===== src/hw/rtl/jse_pkg.sv =====
`default_nettype none
// ----------------------------------------------------------------------------
// JSON string escaper package
// Shared types, character codes and helpers for the escaper front, queue
// and back end.
// ----------------------------------------------------------------------------
package jse_pkg;

  localparam int unsigned IdxW       = 32;
  localparam int unsigned JobqDepth  = 2;
  localparam int unsigned JobqPtrW   = $clog2(JobqDepth);
  localparam int unsigned JobqCntW   = $clog2(JobqDepth + 1);
  localparam int unsigned StepW      = 3;

  // Input action codes
  localparam logic ACT_DATA = 1'b0;
  localparam logic ACT_END  = 1'b1;

  // Character codes
  localparam logic [7:0] CH_QUOTE  = 8'h22;
  localparam logic [7:0] CH_BSLASH = 8'h5C;
  localparam logic [7:0] CH_CTRL_MAX = 8'h1F;
  localparam logic [7:0] CH_BS     = 8'h08;
  localparam logic [7:0] CH_FF     = 8'h0C;
  localparam logic [7:0] CH_LF     = 8'h0A;
  localparam logic [7:0] CH_CR     = 8'h0D;
  localparam logic [7:0] CH_TAB    = 8'h09;
  localparam logic [7:0] CH_LOW_B  = 8'h62;
  localparam logic [7:0] CH_LOW_F  = 8'h66;
  localparam logic [7:0] CH_LOW_N  = 8'h6E;
  localparam logic [7:0] CH_LOW_R  = 8'h72;
  localparam logic [7:0] CH_LOW_T  = 8'h74;
  localparam logic [7:0] CH_LOW_U  = 8'h75;
  localparam logic [7:0] CH_ZERO   = 8'h30;

  typedef enum logic [1:0] {
    KIND_END   = 2'd0,  // closing quote
    KIND_PASS  = 2'd1,  // byte as is
    KIND_SHORT = 2'd2,  // backslash and one escape character
    KIND_UNI   = 2'd3   // \u00 and two hex digits
  } job_kind_e;

  typedef struct packed {
    logic      action;
    logic [7:0] data_byte;
  } in_item_t;

  typedef struct packed {
    logic [7:0]      out_byte;
    logic [IdxW-1:0] out_index;
    logic            run_last;
  } out_item_t;

  typedef struct packed {
    logic       open_quote;
    job_kind_e  kind;
    logic [7:0] ch;
  } job_t;

  // Queue side status seen by the back end
  typedef struct packed {
    logic valid;
    job_t job;
  } jobq_head_t;

  function automatic logic [StepW-1:0] body_len(input job_kind_e kind);
    logic [StepW-1:0] len;
    unique case (kind)
      KIND_END:   len = StepW'(1);
      KIND_PASS:  len = StepW'(1);
      KIND_SHORT: len = StepW'(2);
      KIND_UNI:   len = StepW'(6);
      default:    len = StepW'(1);
    endcase
    return len;
  endfunction

  function automatic logic [7:0] hex_digit(input logic [3:0] nib);
    logic [7:0] c;
    if (nib < 4'd10) begin
      c = CH_ZERO + {4'd0, nib};
    end else begin
      c = 8'h57 + {4'd0, nib};
    end
    return c;
  endfunction

endpackage
`default_nettype wire


===== src/hw/rtl/jse_front.sv =====
`default_nettype none
// ----------------------------------------------------------------------------
// JSON string escaper front end
// Accepts input items, tracks the open-string state and classifies each
// byte into an expansion job for the queue.
// ----------------------------------------------------------------------------
module jse_front import jse_pkg::*; (
  input  wire logic     clk_i,
  input  wire logic     rst_ni,
  input  wire logic     push_i,
  input  wire in_item_t in_item_i,
  input  wire logic     q_full_i,
  output logic          q_wr_o,
  output job_t          q_job_o
);

  logic inside_q, inside_d;
  job_t job;

  always_comb begin
    job.open_quote = ~inside_q;
    job.kind       = KIND_PASS;
    job.ch         = in_item_i.data_byte;
    if (in_item_i.action == ACT_END) begin
      job.kind = KIND_END;
      job.ch   = CH_QUOTE;
    end else begin
      unique case (in_item_i.data_byte) inside
        CH_QUOTE, CH_BSLASH: job.kind = KIND_SHORT;
        CH_BS:  begin job.kind = KIND_SHORT; job.ch = CH_LOW_B; end
        CH_FF:  begin job.kind = KIND_SHORT; job.ch = CH_LOW_F; end
        CH_LF:  begin job.kind = KIND_SHORT; job.ch = CH_LOW_N; end
        CH_CR:  begin job.kind = KIND_SHORT; job.ch = CH_LOW_R; end
        CH_TAB: begin job.kind = KIND_SHORT; job.ch = CH_LOW_T; end
        default: begin
          if (in_item_i.data_byte <= CH_CTRL_MAX) begin
            job.kind = KIND_UNI;
          end
        end
      endcase
    end
  end

  assign q_wr_o  = push_i & ~q_full_i;
  assign q_job_o = job;

  always_comb begin
    inside_d = inside_q;
    if (q_wr_o) begin
      inside_d = (in_item_i.action == ACT_DATA);
    end
  end

  always_ff @(posedge clk_i or negedge rst_ni) begin
    if (!rst_ni) begin
      inside_q <= 1'b0;
    end else begin
      inside_q <= inside_d;
    end
  end

endmodule
`default_nettype wire


===== src/hw/rtl/jse_jobq.sv =====
`default_nettype none
// ----------------------------------------------------------------------------
// JSON string escaper job queue
// Short register queue that decouples classification from expansion.
// ----------------------------------------------------------------------------
module jse_jobq import jse_pkg::*; (
  input  wire logic  clk_i,
  input  wire logic  rst_ni,
  input  wire logic  wr_i,
  input  wire job_t  wr_job_i,
  output logic       full_o,
  input  wire logic  rd_i,
  output jobq_head_t head_o
);

  job_t                mem_q [JobqDepth];
  logic [JobqPtrW-1:0] wr_ptr_q, wr_ptr_d;
  logic [JobqPtrW-1:0] rd_ptr_q, rd_ptr_d;
  logic [JobqCntW-1:0] cnt_q, cnt_d;
  logic                do_rd;

  assign full_o       = (cnt_q == JobqCntW'(JobqDepth));
  assign head_o.valid = (cnt_q != '0);
  assign head_o.job   = mem_q[rd_ptr_q];
  assign do_rd        = rd_i & head_o.valid;

  always_comb begin
    wr_ptr_d = wr_ptr_q;
    rd_ptr_d = rd_ptr_q;
    cnt_d    = cnt_q;
    if (wr_i) begin
      wr_ptr_d = (wr_ptr_q == JobqPtrW'(JobqDepth - 1)) ? '0 : wr_ptr_q + 1'b1;
    end
    if (do_rd) begin
      rd_ptr_d = (rd_ptr_q == JobqPtrW'(JobqDepth - 1)) ? '0 : rd_ptr_q + 1'b1;
    end
    if (wr_i && !do_rd) begin
      cnt_d = cnt_q + 1'b1;
    end else if (!wr_i && do_rd) begin
      cnt_d = cnt_q - 1'b1;
    end
  end

  always_ff @(posedge clk_i or negedge rst_ni) begin
    if (!rst_ni) begin
      wr_ptr_q <= '0;
      rd_ptr_q <= '0;
      cnt_q    <= '0;
    end else begin
      wr_ptr_q <= wr_ptr_d;
      rd_ptr_q <= rd_ptr_d;
      cnt_q    <= cnt_d;
    end
  end

  always_ff @(posedge clk_i) begin
    if (wr_i) begin
      mem_q[wr_ptr_q] <= wr_job_i;
    end
  end

endmodule
`default_nettype wire


===== src/hw/rtl/jse_back.sv =====
`default_nettype none
// ----------------------------------------------------------------------------
// JSON string escaper back end
// Expands the head job into output bytes, one per cycle unless the full
// output register waits for a pop; numbers them and holds each until popped.
// ----------------------------------------------------------------------------
module jse_back import jse_pkg::*; (
  input  wire logic       clk_i,
  input  wire logic       rst_ni,
  input  wire jobq_head_t head_i,
  output logic            q_rd_o,
  output logic            mid_job_o,
  input  wire logic       pop_i,
  output logic            empty_o,
  output out_item_t       out_item_o
);

  logic [StepW-1:0] step_q, step_d;
  logic [StepW-1:0] total_m1, body_j;
  logic [IdxW-1:0]  idx_q, idx_d;
  logic             out_valid_q, out_valid_d;
  out_item_t        out_q;
  logic             load, last;
  logic [7:0]       byte_sel;
  job_t             job;

  assign job      = head_i.job;
  assign total_m1 = StepW'({{(StepW-1){1'b0}}, job.open_quote} + body_len(job.kind) - 1'b1);
  assign body_j   = step_q - {{(StepW-1){1'b0}}, job.open_quote};
  assign last     = (step_q == total_m1);
  assign load     = head_i.valid & (~out_valid_q | pop_i);
  assign q_rd_o   = load & last;

  always_comb begin
    byte_sel = CH_QUOTE;
    if (!(job.open_quote && step_q == '0)) begin
      case (job.kind)
        KIND_END:   byte_sel = CH_QUOTE;
        KIND_PASS:  byte_sel = job.ch;
        KIND_SHORT: byte_sel = (body_j == '0) ? CH_BSLASH : job.ch;
        KIND_UNI: begin
          case (body_j)
            StepW'(0): byte_sel = CH_BSLASH;
            StepW'(1): byte_sel = CH_LOW_U;
            StepW'(2): byte_sel = CH_ZERO;
            StepW'(3): byte_sel = CH_ZERO;
            StepW'(4): byte_sel = hex_digit(job.ch[7:4]);
            default:   byte_sel = hex_digit(job.ch[3:0]);
          endcase
        end
        default:    byte_sel = CH_QUOTE;
      endcase
    end
  end

  always_comb begin
    step_d      = step_q;
    idx_d       = idx_q;
    out_valid_d = out_valid_q;
    if (pop_i) begin
      out_valid_d = 1'b0;
    end
    if (load) begin
      out_valid_d = 1'b1;
      step_d      = last ? '0 : step_q + 1'b1;
      // hold at the top once the count saturates
      idx_d       = (idx_q == '1) ? idx_q : idx_q + 1'b1;
    end
  end

  always_ff @(posedge clk_i or negedge rst_ni) begin
    if (!rst_ni) begin
      step_q      <= '0;
      idx_q       <= '0;
      out_valid_q <= 1'b0;
    end else begin
      step_q      <= step_d;
      idx_q       <= idx_d;
      out_valid_q <= out_valid_d;
    end
  end

  always_ff @(posedge clk_i) begin
    if (load) begin
      out_q.out_byte  <= byte_sel;
      out_q.out_index <= idx_q;
      out_q.run_last  <= last;
    end
  end

  assign empty_o    = ~out_valid_q;
  assign out_item_o = out_q;
  assign mid_job_o  = (step_q != '0);

endmodule
`default_nettype wire


===== src/hw/rtl/json_string_escaper.sv =====
`default_nettype none
// ----------------------------------------------------------------------------
// JSON string escaper
// Turns raw string bytes into their quoted, escaped JSON text, one output
// byte per cycle while popped, each tagged with a saturating stream position.
// ----------------------------------------------------------------------------
//  channel   handshake            payload
//  input     push / full          in_item_i  (action, data_byte)
//  output    empty / pop          out_item_o (out_byte, out_index, run_last)
//
//  The back end emits one output byte per cycle while the output is popped,
//  so an item occupies it until all its bytes are out: 1 for a plain byte
//  inside a string, up to 7 for a control byte that opens a string. The
//  first result of an item passes through the job queue and the output
//  register before it shows on the output. A two-entry job queue lets the
//  front keep accepting while the back end expands an escape or the consumer
//  stalls. Reset needs no clearing pass; the block is ready right after it.
// ----------------------------------------------------------------------------
module json_string_escaper import jse_pkg::*; (
  input  wire logic     clk_i,
  input  wire logic     rst_ni,
  input  wire logic     push,
  output logic          full,
  input  wire in_item_t in_item_i,
  output logic          empty,
  input  wire logic     pop,
  output out_item_t     out_item_o
);

  logic       q_wr, q_full, q_rd, mid_job;
  job_t       q_job;
  jobq_head_t q_head;

  jse_front u_front (
    .clk_i     (clk_i),
    .rst_ni    (rst_ni),
    .push_i    (push),
    .in_item_i (in_item_i),
    .q_full_i  (q_full),
    .q_wr_o    (q_wr),
    .q_job_o   (q_job)
  );

  jse_jobq u_jobq (
    .clk_i    (clk_i),
    .rst_ni   (rst_ni),
    .wr_i     (q_wr),
    .wr_job_i (q_job),
    .full_o   (q_full),
    .rd_i     (q_rd),
    .head_o   (q_head)
  );

  jse_back u_back (
    .clk_i      (clk_i),
    .rst_ni     (rst_ni),
    .head_i     (q_head),
    .q_rd_o     (q_rd),
    .mid_job_o  (mid_job),
    .pop_i      (pop),
    .empty_o    (empty),
    .out_item_o (out_item_o)
  );

  assign full = q_full;

  // A job being expanded stays at the queue head until its last byte.
  a_mid_job_held: assert property (@(posedge clk_i) disable iff (!rst_ni)
    mid_job |-> q_head.valid)
    else $error("expansion in progress without a queued job");

  // An accepted transaction is queued for the back end on the next cycle.
  a_push_queued: assert property (@(posedge clk_i) disable iff (!rst_ni)
    push && !full |=> q_head.valid)
    else $error("accepted transaction not visible in job queue");

  // A job leaves the queue only on its final byte.
  a_rd_on_last: assert property (@(posedge clk_i) disable iff (!rst_ni)
    q_rd |=> !empty && out_item_o.run_last)
    else $error("job retired without a final output byte");

endmodule
`default_nettype wire

===== config.mk =====
export PLATFORM = sky130hd
export DESIGN_NAME = json_string_escaper
export DESIGN_NICKNAME = d
export VERILOG_FILES = /design/src/hw/rtl/jse_pkg.sv /design/src/hw/rtl/jse_front.sv /design/src/hw/rtl/jse_jobq.sv /design/src/hw/rtl/jse_back.sv /design/src/hw/rtl/json_string_escaper.sv
export SDC_FILE = /design/constraint.sdc
export NUM_CORES = 1
export LEC_CHECK = 0
export ABC_AREA = 0
export BUFFER_PORTS_ARGS = -buffer_cell sky130_fd_sc_hd__buf_2
export CAP_MARGIN = 0
export CELL_PAD_IN_SITES_DETAIL_PLACEMENT = 2
export CELL_PAD_IN_SITES_GLOBAL_PLACEMENT = 2
export CORE_MARGIN = 2
export CORE_UTILIZATION = 38
export DETAILED_ROUTE_END_ITERATION = 10
export GPL_ROUTABILITY_DRIVEN = 0
export MAX_ROUTING_LAYER = met4
export PLACE_DENSITY = 0.85
export SLEW_MARGIN = 20
export SYNTH_ARGS = -nofsm -noshare
export SYNTH_HDL_FRONTEND = slang
export SYNTH_HIERARCHICAL = 1
export SYNTH_SLANG_ARGS = --single-unit

===== constraint.sdc =====
create_clock -name clk_i -period 6.7 [get_ports clk_i]
set_input_delay 0.67 -clock clk_i [delete_from_list [all_inputs] [get_ports clk_i]]
set_output_delay 0.67 -clock clk_i [all_outputs]
set_load 0.01 [all_outputs]

; ---- Word-level counts from Yosys, hierarchy flattened
; Memory sizes are Yosys's and may differ from the RTL's.
; Index checks and enable logic that the tools add are counted.
[op_classes]
n_addsub = 13
n_lt_le_gt_ge = 3
eq_ne = 17
mux = 19
n_bitwise = 10
n_reduce_logical = 15
[ops]
columns = operator, n
row1 = 8-bit case mux with 4 select lines, 2
row2 = "8-bit by 4-bit equality test with 1-bit output, second input constant", 5
row3 = 8-bit case mux with 5 select lines, 1
row4 = "32-bit by 1-bit adder with 32-bit output, second input constant", 1
row5 = "32-bit equality test, second input constant", 1
row6 = 8-bit two-way mux, 3
row7 = "7-bit by 4-bit adder with 8-bit output, first input constant", 2
row8 = "6-bit by 4-bit adder with 7-bit output, first input constant", 2
row9 = 10-bit two-way mux, 1
row10 = 3-bit case mux with 3 select lines, 1
row11 = "8-bit by 6-bit equality test with 1-bit output, second input constant", 1
row12 = "8-bit by 7-bit equality test with 1-bit output, second input constant", 1
row13 = "8-bit by 5-bit <= comparator with 1-bit output, second input constant", 1
row14 = "4-bit less-than comparator, second input constant", 2
row15 = 2-bit two-way mux, 4
row16 = 7-bit OR reduction, 1
row17 = "2-bit equality test, second input constant", 3
row18 = "3-bit by 2-bit equality test with 1-bit output, second input constant", 2
row19 = 3-bit zero test, 2
row20 = 1-bit two-way mux, 6
row21 = 2-bit nonzero test, 3
row22 = 1-bit inverter, 5
row23 = 1-bit AND, 4
row24 = 2-bit OR reduction, 2
row25 = other kinds (17), 21
[totals]
regBits = 82
mem_bits_rw = 22
input_bits = 13
output_inout_bits = 43
elab_cells = 88
n_memories = 1
[memory_table]
columns = memory, words, width, rd, rd_clocked_by_memory_dff, write_ports, line_no
row1 = u_jobq.mem_q, 2, 11, 1, 0, 1, jse_jobq.sv:16  ; job_t mem_q [JobqDepth];

; ---- Depth between registers and ports, before layout
; An unclocked memory read counts as a cell.
[depth]
depth_word = 12
mapped_depth = 14
depth_no_buf = 12

; ---- Modules after synthesis
; The synthesis kept the hierarchy.
[modules_own_cells]
columns = mod, n_inst, cells_per_inst, area_each_um2, seq_area_each_um2
row1 = jse_back, 1, 296, 3641.0, 2132.0
row2 = jse_jobq, 1, 50, 1031.0, 760.7
row3 = jse_front, 1, 39, 267.8, 25.0

; ---- Worst setup path after synthesis
; OpenSTA, ideal clock, no wires.
[synth_path]
path_kind = register to register
start = reg u_jobq.rd_ptr_q
end = reg u_jobq.cnt_q[1]
setup_time_ns = 0.079
t_arrival_ns = 2.550
required_ns = 6.621
slack_ns = 4.071
path_stages_with_launch = 14
path_buffers = 3
period_less_slack_ns = 2.629
cell_sequence = dfrtp_1 -> buf_6 -> mux2_4 -> clkbuf_1 -> clkbuf_1 -> ha_1 -> mux2i_1 -> xnor2_1 -> nand3_1 -> nor2_1 -> nand2_4 -> ha_1 -> nor2_1 -> xor2_1
[synth_lines]
columns = item, line_no
row1 = "start, declared", jse_jobq.sv:18  ; logic [JobqPtrW-1:0] rd_ptr_q, rd_ptr_d;
row2 = "start signal, assigned", jse_jobq.sv:51  ; rd_ptr_q <= rd_ptr_d;
row3 = "end signal, assigned", jse_jobq.sv:52  ; cnt_q <= cnt_d;
row4 = "end, declared", jse_jobq.sv:19  ; logic [JobqCntW-1:0] cnt_q, cnt_d;

==> results by group <==
Layout
  • Area grow syn2layout: 14.21%
  • ANT cells: 0
  • Share of cells above drive strength 1: 0.2494
  • Area of the multi-input gates: 1881 um2
  • Filler cell count: 1311
  • FF+latch area: 2918 um2
  • Nets@finish: 463

Floorplanning
  • Die width: 118.0 um
  • Number of I/O pins: 56
  • Die Y-Extent: 118.0 um
  • Die area: 13930 um2
  • CORE AREA: 12670 um2
  • Row cnt: 41
  • Starting Density: 0.3898

Logic synthesis
  • Asr flop ratio synth: 0.3942
  • Largest family of logic cells by synthesized area: simple AND/OR/NAND/NOR gates
  • Synth Area in Adders: 0.02533
  • Most common cell in the netlist: edfxtp_1
  • Synth unique cells: 65
  • Post-Syn Nets: 408
  • Synth top cells by count: edfxtp_1, dfrtp_1, xnor2_1
  • Number of enable flip-flop cells after synthesis: 63
  • Synth Area in Compound Gates: 0.06484
  • Post-Synth XOR/XNOR Area: 0.07447
  • Register area share after synthesis: 0.5907
  • Post-Synth Simple-Gate Area: 0.1758
  • Synth Area per Inst: 12.83 um2
  • Most used DFF post-synth: edfxtp_1
  • Post-synth top area share: 0.3830
  • FF+latch count, synth: 104
  • Yosys warnings: 6
  • Dominant cells by area after synthesis: edfxtp_1, dfrtp_1, xnor2_1
  • Mapped Cells: 385
  • Syn Std Cell Area: 4940 um2
  • Biggest area consumer among synthesized cells: edfxtp_1
  • Multiplexer share of the synthesized area: 0.04027

Power and ir drop
  • Clk pwr share: 0.212
  • P_sw: 0.0008664 W
  • VDD IR-drop max: 0.0001355 V
  • Design Power: 0.002359 W
  • Comb power frac: 0.362
  • P_leak: 2.344 nW
  • Reg power frac: 0.427
  • Pwr dens: 418.1 nW/um2
  • Int Pwr: 0.001492 W
  • Sw Ratio: 0.3674

Clock tree
  • CTS tree: done
  • CTS clk-pin slew, worst paths: 0.07 ns
  • Clock Tree Root: clkbuf_16
  • Cts hold-fix bufs: 0
  • Setup bufs post-CTS: 0
  • CTS max path bufs: 2
  • Clock latency on the worst-skew pair: 0.35 ns
  • CTS Sinks: 104
  • # H-tree levels: 3
  • PostCTS Resize Cnt: 0
  • TritonCTS Buffers: 9

Timing
  • Final setup vio count: 0
  • Setup TNS: 0 ns
  • Worst-Margin Slew: 1.012 ns
  • Rel. slew slack: 0.3238
  • Ratio of final minimum period to clock period: 0.4541
  • Unrepaired setup endpoints after global routing: false
  • Max Clock Skew: 0.009281 ns
  • FMAX: 328.7 MHz
  • Period minus WS final: 3.042 ns
  • Pins over their slew limit: 0
  • Final hold violations: 0

Global route
  • Tot GR Track Use: 0.1888
  • First-pass GRT wire length: 19940 um
  • Initial antenna violation count: 0
  • Largest net degree at the start of global routing: 42
  • Vias in the first global route: 3581
  • Global route total overflow: 0

Critical path
  • Worst path required time: 6.97 ns
  • WP data arrival: 3.32 ns
  • Critical path class: reg -> reg
  • Crit Path Max Fanout: 12
  • Startpoint types: register
  • Worst setup EP type: register

Worst hold path
  • Hold WC Path Type: in -> async

Place
  • DPL Wire Length: 8807 um
  • PortBufs: 55

Route
  • Initial DRC count: 185
  • Vias per cell: 5.245
  • DRC viols: 0
  • Wirelength per Cell: 19.51 um
  • Drt total wl: 12040 um
  • Remaining antenna violation count after routing: 0
  • Via count: 3236
  • Pre-Repair DR Iteration Count: 4

Run
  • Total of max-cap violations: 0

Run status
  • Status: complete, no violations
## registers in the layout, indices dropped and copies added, names as in the netlist
name / flops
u_front/inside_q: 1
u_back/out_item_o: 41
u_jobq/cnt_q: 2
u_back/step_q: 3
u_back/out_valid_q: 1
u_jobq/rd_ptr_q: 1
u_jobq/wr_ptr_q: 1
u_back/idx_q: 32
u_jobq/mem_q: 22
## critical path, stage by stage (launching register included)
cell,delay [ns]
dfrtp_1,0.76
mux2_2,0.46
inv_1,0.09
ha_1,0.24
xor2_1,0.16
nand3_1,0.26
nor2_1,0.28
nand2_4,0.08
ha_1,0.20
xor2_1,0.15
nor2_1,0.13
xor2_1,0.15
## layer usage
metal | GRT usage | part of all wire
met1 | 0.2279 | 0.43
met3 | 0.02907 | 0.028
met4 | 0.07380 | 0.020
met5 | - | 0
met2 | 0.3190 | 0.52
## power by group through the flow
stage	Combinational (W)	Clock [W]	Sequential [W]
5_1_grt	0.000949	0.000537	0.00103
3_3_place_gp	0.000800	0	0.00101
2_1_floorplan	0.000542	0	0.00103
4_1_cts	0.000864	0.000512	0.00101
3_5_place_dp	0.000850	0	0.00102
6_report	0.000853	0.000499	0.00101
## path summary, 6_finish.rpt
path,endpoint,slack [ns],cells after the start,start
setup / recovery,u_jobq/cnt_q[1],3.66,11,u_jobq/rd_ptr_q
hold / removal,u_back/idx_q[11],0.47,1,rst_ni
setup reg to reg,u_jobq/cnt_q[1],3.66,11,u_jobq/rd_ptr_q
hold reg to reg,u_back/idx_q[7],0.50,1,u_back/idx_q[7]
max in group asynchronous,u_jobq/rd_ptr_q,5.62,1,rst_ni
min in group clk_i,u_back/idx_q[7],0.50,1,u_back/idx_q[7]
## cells by family (layout without fill, tap and decap cells)
kind of cell / after synthesis / count (layout)
AND/OR/NAND/NOR: 135 / 135
flip-flops: 104 / 104
buffers and inverters: 29 / 89
multiplexers: 15 / 15
XOR/XNOR: 42 / 42
adder cells (fa/ha/maj): 10 / 10
AO/OA/AOI/OAI: 50 / 50
## layout by cell type (no fill, tap or decap), types with 2 or more instances in the layout
master      n
edfxtp_1   63
buf_2      55
dfrtp_1    41
xnor2_1    34
nand2_1    25
inv_1      16
nand3_1    16
nor2_1     16
nand4_1    14
a21oi_1    14
o21ai_0    13
ha_1       10
clkbuf_16   9
and3_1      9
mux2_4      9
xor2_1      8
nor2b_1     7
nor3_1      5
nand4_2     5
nand2b_1    4
a211oi_1    4
mux2i_1     3
nand3_2     3
nor3b_1     3
mux2_2      3
a31oi_1     3
and2_1      3
inv_6       2
and4_2      2
and3_2      2
and4_1      2
o21bai_1    2
and3b_1     2
a21boi_0    2
## area by class of cell
class                   count  share of cell area
multi-input cells         252              0.3333
well taps                 172             0.03815
inverters                  17             0.01131
clock inverters             5            0.006875
clock buffers              11             0.04303
flip-flops and latches    104              0.5172
repair buffers             56             0.05012
## per-stage QoR
step / area (um2) / hold WS, ns / util / setup slack [ns] / std cells
finish: 5642 / 0.4662 / 0.4452 / 3.658 / 617
floorplan: 4940 / 0.3744 / - / 4.071 / 385
global placement: 5360 / 0.4696 / 0.4230 / 3.859 / 601
CTS: 5642 / 0.4990 / 0.4452 / 3.619 / 617
detailed placement: 5360 / 0.4840 / 0.4230 / 3.675 / 601
global route: 5642 / 0.5121 / 0.4452 / 3.409 / 617
No activity file was read; power rests on OpenSTA's default activity.
